$ cat src/wsc_pkg.sv
// Shared types and constants for the window semblance coherence block.
package wsc_pkg;

    localparam int ACC_W  = 64;
    localparam int WIDE_W = 128;
    localparam int QUO_W  = 17;
    localparam int COH_W  = 18;

    localparam logic [QUO_W-1:0] ONE_Q16 = 17'h10000;

    localparam logic [1:0] MODE_MARFURT  = 2'd0;
    localparam logic [1:0] MODE_VARIANCE = 2'd1;
    localparam logic [1:0] MODE_VAR_FIT  = 2'd2;
    localparam logic [1:0] MODE_ABS_GAIN = 2'd3;

    localparam logic [1:0] REG_MODE     = 2'd0;
    localparam logic [1:0] REG_WINDOW_X = 2'd1;
    localparam logic [1:0] REG_WINDOW_Y = 2'd2;
    localparam logic [1:0] REG_WINDOW_T = 2'd3;

    localparam logic [1:0] MSEL_DN = 2'd0;
    localparam logic [1:0] MSEL_CC = 2'd1;
    localparam logic [1:0] MSEL_ED = 2'd2;

    typedef struct packed {
        logic       load_we;
        logic       clr_acc;
        logic       p1_v;
        logic       p1_first;
        logic       p1_last;
        logic       p2_v;
        logic       p2_first;
        logic       mul_issue;
        logic [1:0] mul_idx;
        logic [1:0] mul_sel;
        logic       acc_c;
        logic       clr_q;
        logic       form;
        logic       div_first;
        logic       div_sat;
        logic       div_step;
        logic       emit;
        logic       emit_deg;
    } cmd_t;

    typedef struct packed {
        logic d_zero;
        logic e_zero;
    } stat_t;

endpackage

$ cat src/wsc_ctrl.sv
// Controller: configuration registers, sequencing of load, passes, multiply and divide.
module wsc_ctrl #(
    parameter int MAX_WINDOW_X = 8,
    parameter int MAX_WINDOW_Y = 8,
    parameter int MAX_WINDOW_T = 64,
    localparam int MAX_TR = MAX_WINDOW_X * MAX_WINDOW_Y,
    localparam int NTW = $clog2(MAX_TR + 1),
    localparam int DEPTH_W = MAX_TR * MAX_WINDOW_T,
    localparam int WAW = (DEPTH_W > 1) ? $clog2(DEPTH_W) : 1,
    localparam int TAW = (MAX_WINDOW_T > 1) ? $clog2(MAX_WINDOW_T) : 1
) (
    input  logic               clk,
    input  logic               rst_n,
    input  logic               start,
    output logic               busy,
    input  logic               wr_en,
    input  logic [1:0]         wr_index,
    input  logic [6:0]         wr_data,
    output logic [1:0]         mode,
    output logic [NTW-1:0]     ntr,
    output logic [WAW-1:0]     win_waddr,
    output logic [WAW-1:0]     win_raddr,
    output logic [TAW-1:0]     mean_waddr,
    output logic [TAW-1:0]     mean_raddr,
    output wsc_pkg::cmd_t      cmd,
    input  wsc_pkg::stat_t     stat
);
    import wsc_pkg::*;

    localparam int XCW  = $clog2(MAX_WINDOW_X + 1);
    localparam int YCW  = $clog2(MAX_WINDOW_Y + 1);
    localparam int TCW  = $clog2(MAX_WINDOW_T + 1);
    localparam int TOTW = $clog2(DEPTH_W + 1);

    localparam logic [3:0] ST_LOAD  = 4'd0;
    localparam logic [3:0] ST_P1    = 4'd1;
    localparam logic [3:0] ST_P1W   = 4'd2;
    localparam logic [3:0] ST_CHECK = 4'd3;
    localparam logic [3:0] ST_P2    = 4'd4;
    localparam logic [3:0] ST_P2W   = 4'd5;
    localparam logic [3:0] ST_MUL   = 4'd6;
    localparam logic [3:0] ST_ACC   = 4'd7;
    localparam logic [3:0] ST_FORM  = 4'd8;
    localparam logic [3:0] ST_DIV   = 4'd9;
    localparam logic [3:0] ST_EMIT  = 4'd10;

    logic [3:0]     state_reg, state_next;
    logic [4:0]     k_reg, k_next;
    logic [TCW-1:0] t_reg, t_next;
    logic [NTW-1:0] j_reg, j_next;
    logic [WAW-1:0] addr_reg, addr_next;
    logic [WAW-1:0] load_reg, load_next;
    logic [1:0]     msel_reg, msel_next;
    logic           deg_reg, deg_next;
    logic [1:0]     mode_reg;
    logic [3:0]     wx_reg, wy_reg;
    logic [6:0]     wt_reg;
    logic           p1v_reg, p1first_reg, p1last_reg, p2v_reg, p2first_reg;
    logic [TAW-1:0] ttag_reg;

    logic [XCW-1:0]  nx;
    logic [YCW-1:0]  ny;
    logic [TCW-1:0]  nt;
    logic [TOTW-1:0] total;
    logic            accept, last_sample, j_last, t_last;

    assign nx = (wx_reg == 4'd0) ? XCW'(1) :
                ((32'(wx_reg) > MAX_WINDOW_X) ? XCW'(MAX_WINDOW_X) : XCW'(wx_reg));
    assign ny = (wy_reg == 4'd0) ? YCW'(1) :
                ((32'(wy_reg) > MAX_WINDOW_Y) ? YCW'(MAX_WINDOW_Y) : YCW'(wy_reg));
    assign nt = (wt_reg == 7'd0) ? TCW'(1) :
                ((32'(wt_reg) > MAX_WINDOW_T) ? TCW'(MAX_WINDOW_T) : TCW'(wt_reg));
    assign ntr   = NTW'(nx * ny);
    assign total = TOTW'(ntr * nt);
    assign mode  = mode_reg;
    assign busy  = (state_reg != ST_LOAD);

    assign accept      = start && !busy;
    assign last_sample = (TOTW'(load_reg) + TOTW'(1)) == total;
    assign j_last      = (j_reg == ntr - NTW'(1));
    assign t_last      = (t_reg == nt - TCW'(1));

    assign win_waddr  = load_reg;
    assign win_raddr  = addr_reg;
    assign mean_raddr = t_reg[TAW-1:0];
    assign mean_waddr = ttag_reg;

    always_comb
    begin
        state_next = state_reg;
        k_next     = k_reg;
        t_next     = t_reg;
        j_next     = j_reg;
        addr_next  = addr_reg;
        load_next  = load_reg;
        msel_next  = msel_reg;
        deg_next   = deg_reg;
        case (state_reg)
            ST_LOAD:
            begin
                if (wr_en)
                begin
                    load_next = '0;
                end
                else if (accept)
                begin
                    if (last_sample)
                    begin
                        load_next  = '0;
                        state_next = ST_P1;
                        t_next     = '0;
                        j_next     = '0;
                        addr_next  = '0;
                    end
                    else
                    begin
                        load_next = load_reg + WAW'(1);
                    end
                end
            end
            ST_P1:
            begin
                if (j_last)
                begin
                    j_next = '0;
                    if (t_last)
                    begin
                        state_next = ST_P1W;
                        k_next     = '0;
                    end
                    else
                    begin
                        t_next    = t_reg + TCW'(1);
                        addr_next = WAW'(t_reg + TCW'(1));
                    end
                end
                else
                begin
                    j_next    = j_reg + NTW'(1);
                    addr_next = WAW'(addr_reg + nt);
                end
            end
            ST_P1W:
            begin
                k_next = k_reg + 5'd1;
                if (k_reg == 5'd1)
                begin
                    state_next = ST_CHECK;
                end
            end
            ST_CHECK:
            begin
                deg_next = stat.d_zero || ((mode_reg != MODE_MARFURT) && stat.e_zero);
                t_next    = '0;
                j_next    = '0;
                addr_next = '0;
                k_next    = '0;
                if (deg_next)
                begin
                    state_next = ST_EMIT;
                end
                else if (mode_reg == MODE_MARFURT)
                begin
                    msel_next  = MSEL_DN;
                    state_next = ST_MUL;
                end
                else
                begin
                    state_next = ST_P2;
                end
            end
            ST_P2:
            begin
                addr_next = addr_reg + WAW'(1);
                if (t_last)
                begin
                    state_next = ST_P2W;
                end
                else
                begin
                    t_next = t_reg + TCW'(1);
                end
            end
            ST_P2W:
            begin
                msel_next  = MSEL_CC;
                k_next     = '0;
                state_next = ST_MUL;
            end
            ST_MUL:
            begin
                k_next = k_reg + 5'd1;
                if (k_reg == 5'd4)
                begin
                    k_next     = '0;
                    state_next = (msel_reg == MSEL_CC) ? ST_ACC : ST_FORM;
                end
            end
            ST_ACC:
            begin
                t_next = '0;
                if (j_last)
                begin
                    msel_next  = MSEL_ED;
                    state_next = ST_MUL;
                end
                else
                begin
                    j_next     = j_reg + NTW'(1);
                    state_next = ST_P2;
                end
            end
            ST_FORM:
            begin
                k_next     = '0;
                state_next = ST_DIV;
            end
            ST_DIV:
            begin
                k_next = k_reg + 5'd1;
                if (k_reg == 5'd17)
                begin
                    state_next = ST_EMIT;
                end
            end
            ST_EMIT:
            begin
                state_next = ST_LOAD;
            end
            default:
            begin
                state_next = ST_LOAD;
            end
        endcase
    end

    always_comb
    begin
        cmd           = '0;
        cmd.load_we   = accept;
        cmd.clr_acc   = accept && last_sample && !wr_en;
        cmd.p1_v      = p1v_reg;
        cmd.p1_first  = p1first_reg;
        cmd.p1_last   = p1last_reg;
        cmd.p2_v      = p2v_reg;
        cmd.p2_first  = p2first_reg;
        cmd.mul_issue = (state_reg == ST_MUL) && (k_reg < 5'd4);
        cmd.mul_idx   = k_reg[1:0];
        cmd.mul_sel   = msel_reg;
        cmd.acc_c     = (state_reg == ST_ACC);
        cmd.clr_q     = (state_reg == ST_CHECK);
        cmd.form      = (state_reg == ST_FORM);
        cmd.div_first = (state_reg == ST_DIV) && (k_reg == 5'd0);
        cmd.div_sat   = (state_reg == ST_DIV) && (k_reg == 5'd1);
        cmd.div_step  = (state_reg == ST_DIV) && (k_reg >= 5'd2);
        cmd.emit      = (state_reg == ST_EMIT);
        cmd.emit_deg  = deg_reg;
    end

    always_ff @(posedge clk or negedge rst_n)
    begin
        if (!rst_n)
        begin
            state_reg   <= ST_LOAD;
            k_reg       <= '0;
            t_reg       <= '0;
            j_reg       <= '0;
            addr_reg    <= '0;
            load_reg    <= '0;
            msel_reg    <= MSEL_DN;
            deg_reg     <= 1'b0;
            mode_reg    <= MODE_MARFURT;
            wx_reg      <= 4'd3;
            wy_reg      <= 4'd3;
            wt_reg      <= 7'd16;
            p1v_reg     <= 1'b0;
            p1first_reg <= 1'b0;
            p1last_reg  <= 1'b0;
            p2v_reg     <= 1'b0;
            p2first_reg <= 1'b0;
            ttag_reg    <= '0;
        end
        else
        begin
            state_reg   <= state_next;
            k_reg       <= k_next;
            t_reg       <= t_next;
            j_reg       <= j_next;
            addr_reg    <= addr_next;
            load_reg    <= load_next;
            msel_reg    <= msel_next;
            deg_reg     <= deg_next;
            p1v_reg     <= (state_reg == ST_P1);
            p1first_reg <= (j_reg == '0);
            p1last_reg  <= j_last;
            p2v_reg     <= (state_reg == ST_P2);
            p2first_reg <= (t_reg == '0);
            ttag_reg    <= t_reg[TAW-1:0];
            if (wr_en)
            begin
                case (wr_index)
                    REG_MODE:     mode_reg <= wr_data[1:0];
                    REG_WINDOW_X: wx_reg   <= wr_data[3:0];
                    REG_WINDOW_Y: wy_reg   <= wr_data[3:0];
                    REG_WINDOW_T: wt_reg   <= wr_data;
                    default:      mode_reg <= mode_reg;
                endcase
            end
        end
    end

    // Each multiply sequence hands on to gain accumulation or to the divide setup.
    a_mul_len: assert property (@(posedge clk) disable iff (!rst_n)
        (state_reg == ST_MUL && k_reg == 5'd4) |=> (state_reg == ST_ACC || state_reg == ST_FORM))
        else $error("multiply sequence did not finish in five cycles");
    // Samples are only taken while loading.
    a_load_only: assert property (@(posedge clk) disable iff (!rst_n)
        (state_reg != ST_LOAD) |=> $stable(load_reg) || load_reg == '0)
        else $error("load count moved outside loading");
    // Accumulation of a gain term always follows a completed trace multiply.
    a_acc_after_mul: assert property (@(posedge clk) disable iff (!rst_n)
        (state_reg == ST_ACC) |-> ($past(state_reg) == ST_MUL && msel_reg == MSEL_CC))
        else $error("gain accumulation without its multiply");
endmodule

$ cat config.mk
export PLATFORM = sky130hd
export DESIGN_NAME = wsc_ctrl
export DESIGN_NICKNAME = d
export VERILOG_FILES = /design/src/wsc_pkg.sv /design/src/wsc_ctrl.sv
export SDC_FILE = /design/constraint.sdc
export NUM_CORES = 1
export LEC_CHECK = 0
export BUFFER_PORTS_ARGS = -buffer_cell sky130_fd_sc_hd__clkbuf_2
export CORE_MARGIN = 1
export CORE_UTILIZATION = 30
export CTS_BUF_LIST = sky130_fd_sc_hd__clkbuf_2
export CTS_CLUSTER_SIZE = 8
export DETAILED_ROUTE_END_ITERATION = 12
export PLACE_DENSITY_LB_ADDON = 0.2
export SETUP_SLACK_MARGIN = 0.15
export SLEW_MARGIN = 30
export SYNTH_ARGS = -nofsm -noshare
export SYNTH_HDL_FRONTEND = slang
export SYNTH_SLANG_ARGS = --single-unit
export TNS_END_PERCENT = 100
$ cat constraint.sdc
create_clock -name clk -period 8.04 [get_ports clk]
set_input_delay 1.608 -clock clk [delete_from_list [all_inputs] [get_ports clk]]
set_output_delay 1.608 -clock clk [all_outputs]
set_load 0.01 [all_outputs]
**Word-level counts from Yosys, hierarchy flattened**

Cells that the tools add are included.

- Add/sub/neg operators: 10
- Multipliers: 2
- $lt $le $gt $ge: 5
- Equality and inequality tests: 34
- Mux-type cells: 46
- Reductions and logical operators: 42

Operators by type and width:

| cell | number |
|---|---|
| 12-bit two-way mux | 8 |
| 7-bit two-way mux | 9 |
| 4-bit two-way mux | 15 |
| 7-bit case mux with 4 select lines | 2 |
| 12-bit case mux with 4 select lines | 1 |
| 4-bit case mux with 10 select lines | 1 |
| 12-bit by 1-bit adder with 12-bit output (second input constant) | 2 |
| 2-bit != test (second input constant) | 11 |
| 7-bit zero test | 3 |
| 5-bit case mux with 4 select lines | 1 |
| 4-bit nonzero test | 5 |
| 4-bit by 3-bit == test with 1-bit output (second input constant) | 4 |
| 5-bit two-way mux | 3 |
| 5-bit AND reduction | 3 |
| 7-bit by 1-bit adder with 7-bit output (second input constant) | 2 |
| 7-bit == test | 2 |
| 7-bit by 1-bit subtractor with 7-bit output (second input constant) | 2 |
| 12-bit by 1-bit adder with 13-bit output (second input constant) | 1 |
| 13-bit == test | 1 |
| 7-bit by 7-bit multiplier with 13-bit output | 1 |
| 12-bit by 7-bit adder with 12-bit output | 1 |
| 4-bit == test (second input constant) | 3 |
| 4-bit zero test | 3 |
| 2-bit two-way mux | 5 |
| 30 further kinds | 50 |

- Register bits: 78
- Input bits: 15
- Output and inout bits: 66

**Longest topological paths before layout**

Gate-level depths: netlist of the first run.

- Word-level depth: 10
- Gate-level depth with buffers: 28
- Gate-level depth less buffers: 27

**Worst setup path after synthesis of the first run**

OpenSTA, ideal clock, no wires.

- Path kind: reg2out
- Start point: reg wx_reg[0]
- End point: out cmd[18] (netlist name)
- Arrival time: 6,978 ps
- Required time: 6,432 ps
- Path slack: -546 ps
- Stages on the path, launching flop included: 26
- Path through: dfstp_2 > o21bai_1 > nand2_1 > nor2_1 > fa_1 > fa_1 > inv_1 > fa_1 > xnor2_2 > buf_2 > nand2_1 > fa_1 > inv_1 > fa_1 > inv_1 > fa_1 > inv_1 > fa_1 > ha_1 > xnor2_1 > or3_1 > a211oi_2 > o221ai_1 > or3_1 > nand4b_1 > nor2_1

RTL lines:

| element | line | text |
|---|---|---|
| start, declared | wsc_ctrl.sv:56 | `logic [3:0] wx_reg, wy_reg;` |
| start signal, assigned | wsc_ctrl.sv:303 | `REG_WINDOW_X: wx_reg <= wr_data[3:0];` |
| end, declared | wsc_ctrl.sv:25 | `output wsc_pkg::cmd_t cmd,` |

==> out/qor.csv, run 1 <==
stage,metric,value,unit
status,result_of_the_run,"finished, violations left",
status,failed_checks,negative setup slack,
routing,number_of_optimization_iterations_in_the_first_detailed_route_pass,4,
placed_design,place.detailed.instances,1265,
routing,drc_errors,0,
global_routing,first_global_vias,6511,
timing,fin_crit_share,1.13,
critical_path,worst-setup-path-type,reg2out,
global_routing,antenna_found_initial,1,
cells_and_area,area_delta_synth_final,17.1,%
run,max_cap_violations,0,
synthesis,synth_area_leader_cell,dfrtp_1,
routing,ant_nets,0,
critical_path,timing.critical_path.arrival,7480,ps
timing,sum_neg_setup_slack,-1050,ps
clock_tree,total_clock_buffers_created_by_cts,9,
synthesis,netlist_area,0.00769,mm2
critical_path,slowest_stage,dfstp_2,
min_path,worst_hold_startpoint,j_reg[2],
critical_path,timing.critical_path.mode_cell,fa_1,
min_path,min_path_type,reg2reg,
placed_design,port_bufs,80,
synthesis,synth.lib_cells_used.distinct,93,
pwr,worst_ir_drop_vdd,95.1,uV
clock_tree,tritoncts,yes,
global_routing,overflow,0,
pwr,p_leak,4.28,nW
pwr,power.combinational.fraction,0.670,
clock_tree,cts_root_buf,clkbuf_2,
timing,report.final.setup_viol,1,
global_routing,grt.total_usage,0.176,
critical_path,crit_fanout,3,
synthesis,synth_seq_cells,78,
synthesis,syn_inst,865,
timing,report.final.hold_viol_count,0,
routing,routed_via_density,5.16,
die,initial_utilization,0.305,
synthesis,async_reset_ff_frac,1.00,
timing,timing.slew.headroom,0.469,
critical_path,crit-reg2reg-launch,wx_reg[0],
critical_path,rr_worst_depth,31,
clock_tree,cts.sinks,78,
cells_and_area,layout-drive-gt1-share,0.246,
cells_and_area,finalNonFillerCells,1294,
pwr,cellInternalPower,1.40,mW
die,io_pins,81,
synthesis,yosys_warnings,0,
placed_design,place.gp.congestion,0.804,
critical_path,slack_of_the_worst_reg_to_reg_path,320,ps
critical_path,crit_end,cmd[18],
critical_path,max_stage_delay,600,ps
die,chipHeight,162,um
cells_and_area,fin_util,0.358,
clock_tree,clk_pin_slew_worst_paths,290,ps
synthesis,ys_dominant_reg_cell,dfrtp_1,
pwr,netSwitchingFraction,0.482,
critical_path,endpoint_kind,primary output,
synthesis,synth.net_count,966,
placed_design,dp.final_hpwl,17200,um
pwr,post-layout-total-power,2.71,mW
global_routing,grt_pass1_wl,36100,um
global_routing,grt_start_max_net_pins,63,
routing,detailroute.via_count,6683,
routing,routed-wl-met3,641,um
pwr,p_clk_frac,0.103,
critical_path,reg2reg_to,win_raddr[1],
critical_path,timing.critical_path.from_type,register,
timing,worst_clock_skew,48.4,ps
critical_path,source_of_the_critical_timing_path,wx_reg[0],
pwr,power.share.sequential,0.227,
synthesis,synth_area_leaders,"dfrtp_1 (24%), ha_1 (9.4%), fa_1 (7.3%)",
die,die_width,162,um
die,die-area,0.0263,mm2
die,rows,58,
synthesis,yosysSeqAreaShare,0.255,
timing,slew_violations,0,
routing,met1Wirelength,11200,um
routing,average_detailed_routed_wire_length_per_instance,17.4,um
timing,setup_slack,-1050,ps
cells_and_area,final_nets,1059,
clock_tree,cts_buffer_depth,2,
routing,met2_length,10400,um
timing,final.min_clock_period,9090,ps
clock_tree,ctsHoldBuffers,0,
routing,drt_iter0_markers,379,
pwr,net_switching_power,1.30,mW
timing,worst_slew_pin_slew,797,ps
synthesis,avgSynthCellArea,8.89,um2
die,core_area,0.0252,mm2
clock_tree,clock_latency,630,ps
critical_path,cp.required,6430,ps
pwr,power_per_cell_area,301,mW/mm2
timing,rsz0062_at_grt,yes,
timing,fmaxAchievable,110,MHz
routing,highest_signal_layer_in_the_routed_design,met4,
placed_design,preCtsSetupSlack,-302,ps
routing,route.final.wire_length,22500,um
synthesis,synth_top_cell_area_share,0.238,
clock_tree,h-tree-depth,3,
synthesis,synth_enable_flop_cells,0,
-- worst min path at each step --
stage,endpoint,slack (ps),cells past startpoint
floorplan,mean_waddr[4],370,0
global placement,deg_reg,480,1
detailed placement,deg_reg,480,1
CTS,p1first_reg,530,1
global route,p1first_reg,550,1
finish,p1first_reg,530,1
-- layout by cell type (no fill, tap or decap), drive strengths merged, types with 10 or more instances in the layout --
master	Yosys	routed
nor3	19	19
o21a	16	16
mux2	22	22
nand2	68	68
fa	28	28
xnor2	36	36
nand3	26	26
a211o	10	10
a21oi	35	35
ha	58	58
and3	20	20
a21o	10	10
nand4	11	11
xor2	14	14
buf	30	57
clkbuf	24	88
inv	72	74
nor3b	12	12
dfrtp	73	73
o21ai	31	31
nor2	84	84
-- logic make-up (layout without fill, tap and decap cells) --
group                      Yosys count  count (layout)  share of synthesized area
AOI/OAI and AO/OA                  194             194                      0.187
xor gates and xnor gates            54              54                     0.0755
adders and majority gates           86              86                      0.167
buffers and inverters              127             225                     0.0737
DFF                                 78              78                      0.255
muxes                               31              31                     0.0449
other                                0               1                          0
and+or+nand+nor                    295             295                      0.197
-- synth_stat cells, types with 5 or more instances --
library cell	number
o31ai_1	6
a21oi_1	32
xnor2_1	32
inv_1	69
nor3b_1	12
mux2i_1	8
dfstp_2	5
nand2b_1	5
dfrtp_1	73
o211ai_1	7
nor3_1	19
nand2_1	67
fa_1	28
a22o_1	9
nor4_1	6
nand3_1	24
and3_1	19
xor2_1	14
o311ai_0	8
a21o_1	10
o2111ai_1	5
o21ai_0	31
buf_4	19
or3_1	8
ha_1	58
mux2_2	20
nand4_1	10
clkbuf_1	24
a31oi_1	9
o21a_1	16
nor2_1	84
a211o_1	10
and2_1	9
buf_2	9
-- metal layers --
layer | GRT usage | up-vias
met1 | 0.250 | 3281
met3 | 0.0215 | 20
met5 | 0 | -
met2 | 0.279 | 116
li1 | - | 3266
met4 | 0.0480 | 0
-- final cells by class --
cell class,instances,area (um2)
fill,2646,16200
inverter,73,274
tap,330,413
sequential,78,1960
multi-input combinational,660,5330
timing repair buffer,136,891
clock buffer,9,45.0
antenna,1,2.50
clock inverter,7,95.1
-- power by group through the flow --
stage	Sequential [mW]	Combinational [mW]	Clock (mW)
floorplan	0.567	1.24	0
global placement	0.620	1.68	0
detailed placement	0.621	1.69	0
CTS	0.613	1.71	0.289
global route	0.631	2.02	0.299
finish	0.614	1.82	0.279
-- critical path, delay by kind of cell, from the launching register on --
| kind | cells | cell delay, ps |
|---|---|---|
| flip-flops | 1 | 600 |
| adder cells (fa/ha/maj) | 8 | 3540 |
| AO/OA/AOI/OAI | 5 | 820 |
| XOR/XNOR | 2 | 240 |
| buffers and inverters | 5 | 350 |
| AND/OR/NAND/NOR | 7 | 1290 |
-- what timing repair did --
item / 4_1_cts / 5_1_grt
pin swaps: 0 / 18
cloned: 0 / 1
gates resized for setup: 2 / 29
setup buffers: 0 / 11
endpoints found under the setup margin: 1 / 30
-- through the flow --
step / hold slack (ps) / cell area (um2)
CTS: 529 / 8760
global placement: 476 / 8620
floorplan: 373 / 7760
global route: 554 / 9000
finish: 527 / 9000
detailed placement: 483 / 8620
Power figures use the tool's default switching activity.
==> run 2: changes to the inputs <==
- CELL_PAD_IN_SITES_DETAIL_PLACEMENT: unset -> 0
- CELL_PAD_IN_SITES_GLOBAL_PLACEMENT: unset -> 2
==> run 2 against run 1 <==
  * The flow still finishes with violations (negative setup slack)
  * Routed wire length grew 3.6%
  * Cell area shrank 1.9%
  * Setup slack gained 130 ps
  * Utilization shrank 0.67 points
  * Die area is the same
  * Critical path type unchanged
  * Global-route usage grew 1.0 points
  * Flip-flop and latch count is the same
  * Clock power shrank 14%
  * Sequential power grew 2%
  * Highest routed layer unchanged
  * Final cell count shrank 0.23%
  * Register-to-register slack gained 230 ps
==> out/qor.csv, run 2 (synthesis results as in run 1) <==
stage,metric,value,unit
status,result_of_the_run,"finished, violations left",
status,failed_checks,negative setup slack,
cells_and_area,area_delta_synth_final,14.9,%
cells_and_area,final_cell_mix,"clkbuf_2 (87), nor2_1 (80), dfrtp_1 (73), inv_1 (65), nand2_1 (65)",
clock_tree,cts_buffer_depth,2,
min_path,min_path_type,reg2reg,
min_path,worst_hold_startpoint,j_reg[2],
cells_and_area,regArea,0.00196,mm2
placed_design,port_bufs,80,
pwr,p_leak,4.21,nW
routing,routed_via_density,5.11,
timing,worst_clock_skew,84.1,ps
cells_and_area,num-fill-cells,2644,
pwr,worst_ir_drop_vdd,91.9,uV
cells_and_area,final_nets,1056,
die,die_width,162,um
clock_tree,cts_root_buf,clkbuf_2,
placed_design,dp.final_hpwl,18000,um
clock_tree,clock_latency,630,ps
timing,setup_slack,-925,ps
cells_and_area,layout-drive-gt1-share,0.238,
critical_path,timing.critical_path.arrival,7360,ps
die,core_area,0.0252,mm2
critical_path,crit_fanout,5,
clock_tree,cts.sinks,78,
global_routing,grt_pass1_wl,37800,um
routing,detailroute.via_count,6593,
routing,ant_nets,0,
cells_and_area,footprint_of_the_multi_input_gates,0.00527,mm2
critical_path,cp.required,6430,ps
die,io_pins,81,
timing,slew_violations,0,
routing,average_detailed_routed_wire_length_per_instance,18.1,um
critical_path,endpoint_kind,primary output,
timing,fmaxAchievable,112,MHz
cells_and_area,most_common_cell_after_layout_fill_and_taps_aside,clkbuf_2,
timing,fin_crit_share,1.12,
clock_tree,tritoncts,yes,
die,chipHeight,162,um
global_routing,grt.total_usage,0.186,
placed_design,place.gp.congestion,0.813,
global_routing,first_global_vias,6512,
timing,worst_slew_pin_slew,710,ps
timing,rsz0062_at_grt,yes,
critical_path,source_of_the_critical_timing_path,wx_reg[0],
timing,final.min_clock_period,8970,ps
critical_path,timing.critical_path.from_type,register,
die,die-area,0.0263,mm2
global_routing,overflow,0,
die,initial_utilization,0.305,
timing,report.final.hold_viol_count,0,
clock_tree,h-tree-depth,3,
critical_path,worst-setup-path-type,reg2out,
routing,route.final.wire_length,23300,um
pwr,post-layout-total-power,2.59,mW
clock_tree,clk_pin_slew_worst_paths,310,ps
global_routing,antenna_found_initial,1,
run,max_cap_violations,0,
die,rows,58,
routing,drt_iter0_markers,405,
routing,number_of_optimization_iterations_in_the_first_detailed_route_pass,5,
global_routing,grt_start_max_net_pins,50,
critical_path,crit-reg2reg-launch,wx_reg[0],
timing,report.final.setup_viol,1,
pwr,power_per_cell_area,293,mW/mm2
clock_tree,total_clock_buffers_created_by_cts,9,
clock_tree,ctsHoldBuffers,0,
timing,holdWs,516,ps
routing,drc_errors,0,
timing,timing.slew.headroom,0.527,
## run 2: changes by cell type in the layout (fill, tap and decap cells not counted), sizes merged
| cell | previous run | this run |
|---|---|---|
| clkinv | 4 | 3 |
| clkinvlp | 0 | 2 |
| buf | 57 | 55 |
| bufinv | 2 | 1 |
| clkbuf | 88 | 87 |
## run 2: worst paths after layout
path | to | slack (ps) | cells past startpoint
worst min register to register | p1first_reg | 520 | 1
worst max register to register | t_reg[4] | 550 | 29
max in group asynchronous | mean_waddr[0] | 6000 | 2
min in group asynchronous | wy_reg[2] | 850 | 1
worst min-delay path | p1first_reg | 520 | 1
worst max-delay path | cmd[18] | -930 | 27
## run 2: per-stage QoR
stage               worst slack (ps)  instances  setup TNS [ps]   util  cell area (um2)
detailed placement              -282       1273            -282  0.345             8680
floorplan                      -46.2        865           -46.2      -             7760
CTS                            -1070       1289           -1070  0.349             8800
global placement                -280       1273            -280  0.345             8680
finish                          -925       1291            -925  0.351             8830
global route                   -1260       1291           -1260  0.351             8830
## run 2: layout make-up
class | count | share of cell area
clock inverter | 7 | 0.00807
sequential | 78 | 0.222
inverter | 73 | 0.0310
antenna | 1 | 0.000283
multi-input combinational | 660 | 0.596
tap | 330 | 0.0467
clock buffer | 9 | 0.00510
timing repair buffer | 133 | 0.0911
## run 2: worst max-delay path, stage by stage, from the launching register on
cell and delay [ps]:
dfstp_2 590, o21bai_4 110, nand2_2 80, nor2_2 120, fa_1 430, fa_1 480
ha_1 290, a21o_1 160, a21oi_2 200, xor2_2 110, inv_2 70, nand2_2 50
fa_1 510, inv_1 50, fa_1 490, inv_2 40, fa_1 520, inv_2 40
fa_1 540, ha_4 230, xnor2_2 130, or3_4 400, a211oi_2 200, o221ai_2 120
or3_1 340, nand4b_1 200, nor2_2 100, buf_2 130
## run 2: metal layers
layer,up-vias,global-route usage,share of wire
met2,114,0.283,0.44
met1,3203,0.280,0.52
met5,-,0,0
li1,3266,-,-
met3,10,0.0258,0.031
met4,0,0.0330,0.0071
## run 2: timing repair
| action | 4_1_cts | 5_1_grt |
|---|---|---|
| pin swaps | 0 | 3 |
| gates resized for setup | 1 | 9 |
| gates cloned | 0 | 0 |
| endpoints found under the setup margin | 1 | 25 |
| buffers inserted | 0 | 1 |
## run 2: power by group
part / switching (mW) / internal [mW] / total [mW]
Sequential: 0.152 / 0.476 / 0.628
Clock: 0.169 / 0.0720 / 0.241
Combinational: 0.956 / 0.761 / 1.72
==> run 3: changes to the inputs <==
- BUFFER_PORTS_ARGS: -buffer_cell sky130_fd_sc_hd__clkbuf_2 -> unset
- DONT_BUFFER_PORTS: unset -> 1
==> run 3 against run 2 <==
  * The run still ends with negative setup slack left
  * Critical path depth is 1 lower
  * Power increased by 0.19%
  * Sequential power rose by 5.3%
  * First-iteration DRC count fell by 9.4%
  * Via count fell by 2.4%
  * Register-to-register slack got worse by 220 ps
  * Final cell count down 6.7%
  * Global-route usage is 0.56 points lower
  * Critical endpoint unchanged
==> out/qor.csv, run 3 (synthesis results as in run 1) <==
stage,metric,value,unit
timing,worst_clock_skew,65.6,ps
placed_design,dp.final_hpwl,17700,um
routing,ant_nets,0,
routing,detailroute.via_count,6438,
global_routing,grt_pass1_wl,36700,um
timing,slew_violations,0,
routing,drt_iter0_markers,367,
pwr,power_per_cell_area,306,mW/mm2
timing,report.final.setup_viol,1,
clock_tree,h-tree-depth,3,
pwr,worst_ir_drop_vdd,92.0,uV
timing,sum_neg_setup_slack,-918,ps
routing,drc_errors,0,
clock_tree,cts.sinks,78,
run,max_cap_violations,0,
pwr,p_leak,3.88,nW
critical_path,cp.required,6430,ps
placed_design,place.detailed.instances,1184,
die,rows,58,
clock_tree,total_clock_buffers_created_by_cts,9,
clock_tree,clk_pin_slew_worst_paths,290,ps
status,result_of_the_run,"finished, violations left",
routing,routed_via_density,5.34,
timing,fin_crit_share,1.11,
clock_tree,clock_latency,620,ps
global_routing,first_global_vias,6462,
cells_and_area,final_nets,970,
routing,number_of_optimization_iterations_in_the_first_detailed_route_pass,5,
global_routing,antenna_found_initial,1,
cells_and_area,area_delta_synth_final,9.99,%
min_path,min_path_type,reg2reg,
die,io_pins,81,
clock_tree,cts_root_buf,clkbuf_2,
timing,worst_slew_pin_slew,701,ps
global_routing,overflow,0,
pwr,post-layout-total-power,2.59,mW
die,core_area,0.0252,mm2
timing,setup_slack,-918,ps
die,chipHeight,162,um
routing,route.final.wire_length,23000,um
placed_design,dpl_cell_area,0.00821,mm2
cells_and_area,final_cell_mix,"nor2_1 (82), dfrtp_1 (73), inv_1 (65), nand2_1 (65), ha_1 (57)",
placed_design,port_bufs,0,
timing,rsz0062_at_grt,yes,
critical_path,endpoint_kind,primary output,
timing,report.final.hold_viol_count,0,
critical_path,worst-setup-path-type,reg2out,
clock_tree,ctsHoldBuffers,0,
die,initial_utilization,0.305,
timing,fmaxAchievable,112,MHz
clock_tree,cts_buffer_depth,2,
critical_path,crit_fanout,5,
clock_tree,tritoncts,yes,
cells_and_area,fin_util,0.336,
critical_path,timing.critical_path.arrival,7350,ps
timing,final.min_clock_period,8960,ps
global_routing,grt_start_max_net_pins,79,
routing,average_detailed_routed_wire_length_per_instance,19.1,um
global_routing,grt.total_usage,0.180,
critical_path,timing.critical_path.from_type,register,
placed_design,place.gp.congestion,0.859,
die,die_width,162,um
die,die-area,0.0263,mm2
cells_and_area,layout-drive-gt1-share,0.161,
status,failed_checks,negative setup slack,
cells_and_area,design_area_final,0.00846,mm2
cells_and_area,most_common_cell_after_layout_fill_and_taps_aside,nor2_1,
cells_and_area,finalNonFillerCells,1205,
timing,timing.slew.headroom,0.532,
-- run 3: cell type report --
| type | count | area (um2) |
|---|---|---|
| diodes | 1 | 2.50 |
| clock buffers | 10 | 50.0 |
| clock inverters | 6 | 133 |
| fillers | 2645 | 16700 |
| inverters | 73 | 274 |
| multi-input cells | 660 | 5280 |
| flip-flops and latches | 78 | 1960 |
| well taps | 330 | 413 |
| repair buffers | 47 | 353 |
-- run 3: where the power goes --
part	switching, mW	leakage (nW)	total, mW	internal [mW]
sequential	0.185	1.02	0.661	0.476
clock	0.158	0.104	0.324	0.166
combinational	0.901	2.76	1.61	0.705
total	1.24	3.88	2.59	1.35
-- run 3: path summary, 6_finish.rpt --
kind,from,endpoint,slack (ps),cells past startpoint
worst min register to register,j_reg[2],p1first_reg,550,1
max in group asynchronous,rst_n,win_waddr[2],7130,0
worst max-delay path,wx_reg[0],cmd[18],-920,26
worst max register to register,wx_reg[0],t_reg[4],330,29
worst min-delay path,j_reg[2],p1first_reg,550,1
min in group asynchronous,rst_n,wx_reg[2],620,0
-- run 3: worst max-delay path, stage by stage, from the launching register on --
cell	delay [ps]
dfstp_2	600
o21bai_4	110
nand2_2	90
nor2_4	120
fa_1	460
fa_1	480
ha_1	290
a21o_1	180
a21oi_4	160
xor2_2	100
inv_2	70
nand2_2	50
fa_1	490
inv_1	50
fa_1	500
inv_2	50
fa_1	520
inv_2	40
fa_1	540
ha_4	230
xnor2_2	140
or3_4	400
a211oi_2	200
o221ai_2	120
or3_1	340
nand4b_1	200
nor2_2	190
-- run 3: metrics by stage --
stage,setup slack (ps),hold slack (ps)
floorplan,-46.2,373
global placement,-210,521
detailed placement,-266,539
CTS,-1020,519
global route,-1200,538
finish,-918,546
-- run 3: routing by layer --
| layer | up-vias | part of all wire | track usage |
|---|---|---|---|
| met5 | - | 0 | 0 |
| met4 | 0 | 0.0095 | 0.0364 |
| met3 | 20 | 0.058 | 0.0373 |
| met2 | 185 | 0.46 | 0.285 |
| met1 | 3146 | 0.48 | 0.253 |
| li1 | 3087 | - | - |
-- run 3: what timing repair did --
item	CTS	global route
buffers inserted	1	3
setup endpoints to repair	1	38
pin swaps	0	7
gates resized for setup	2	6
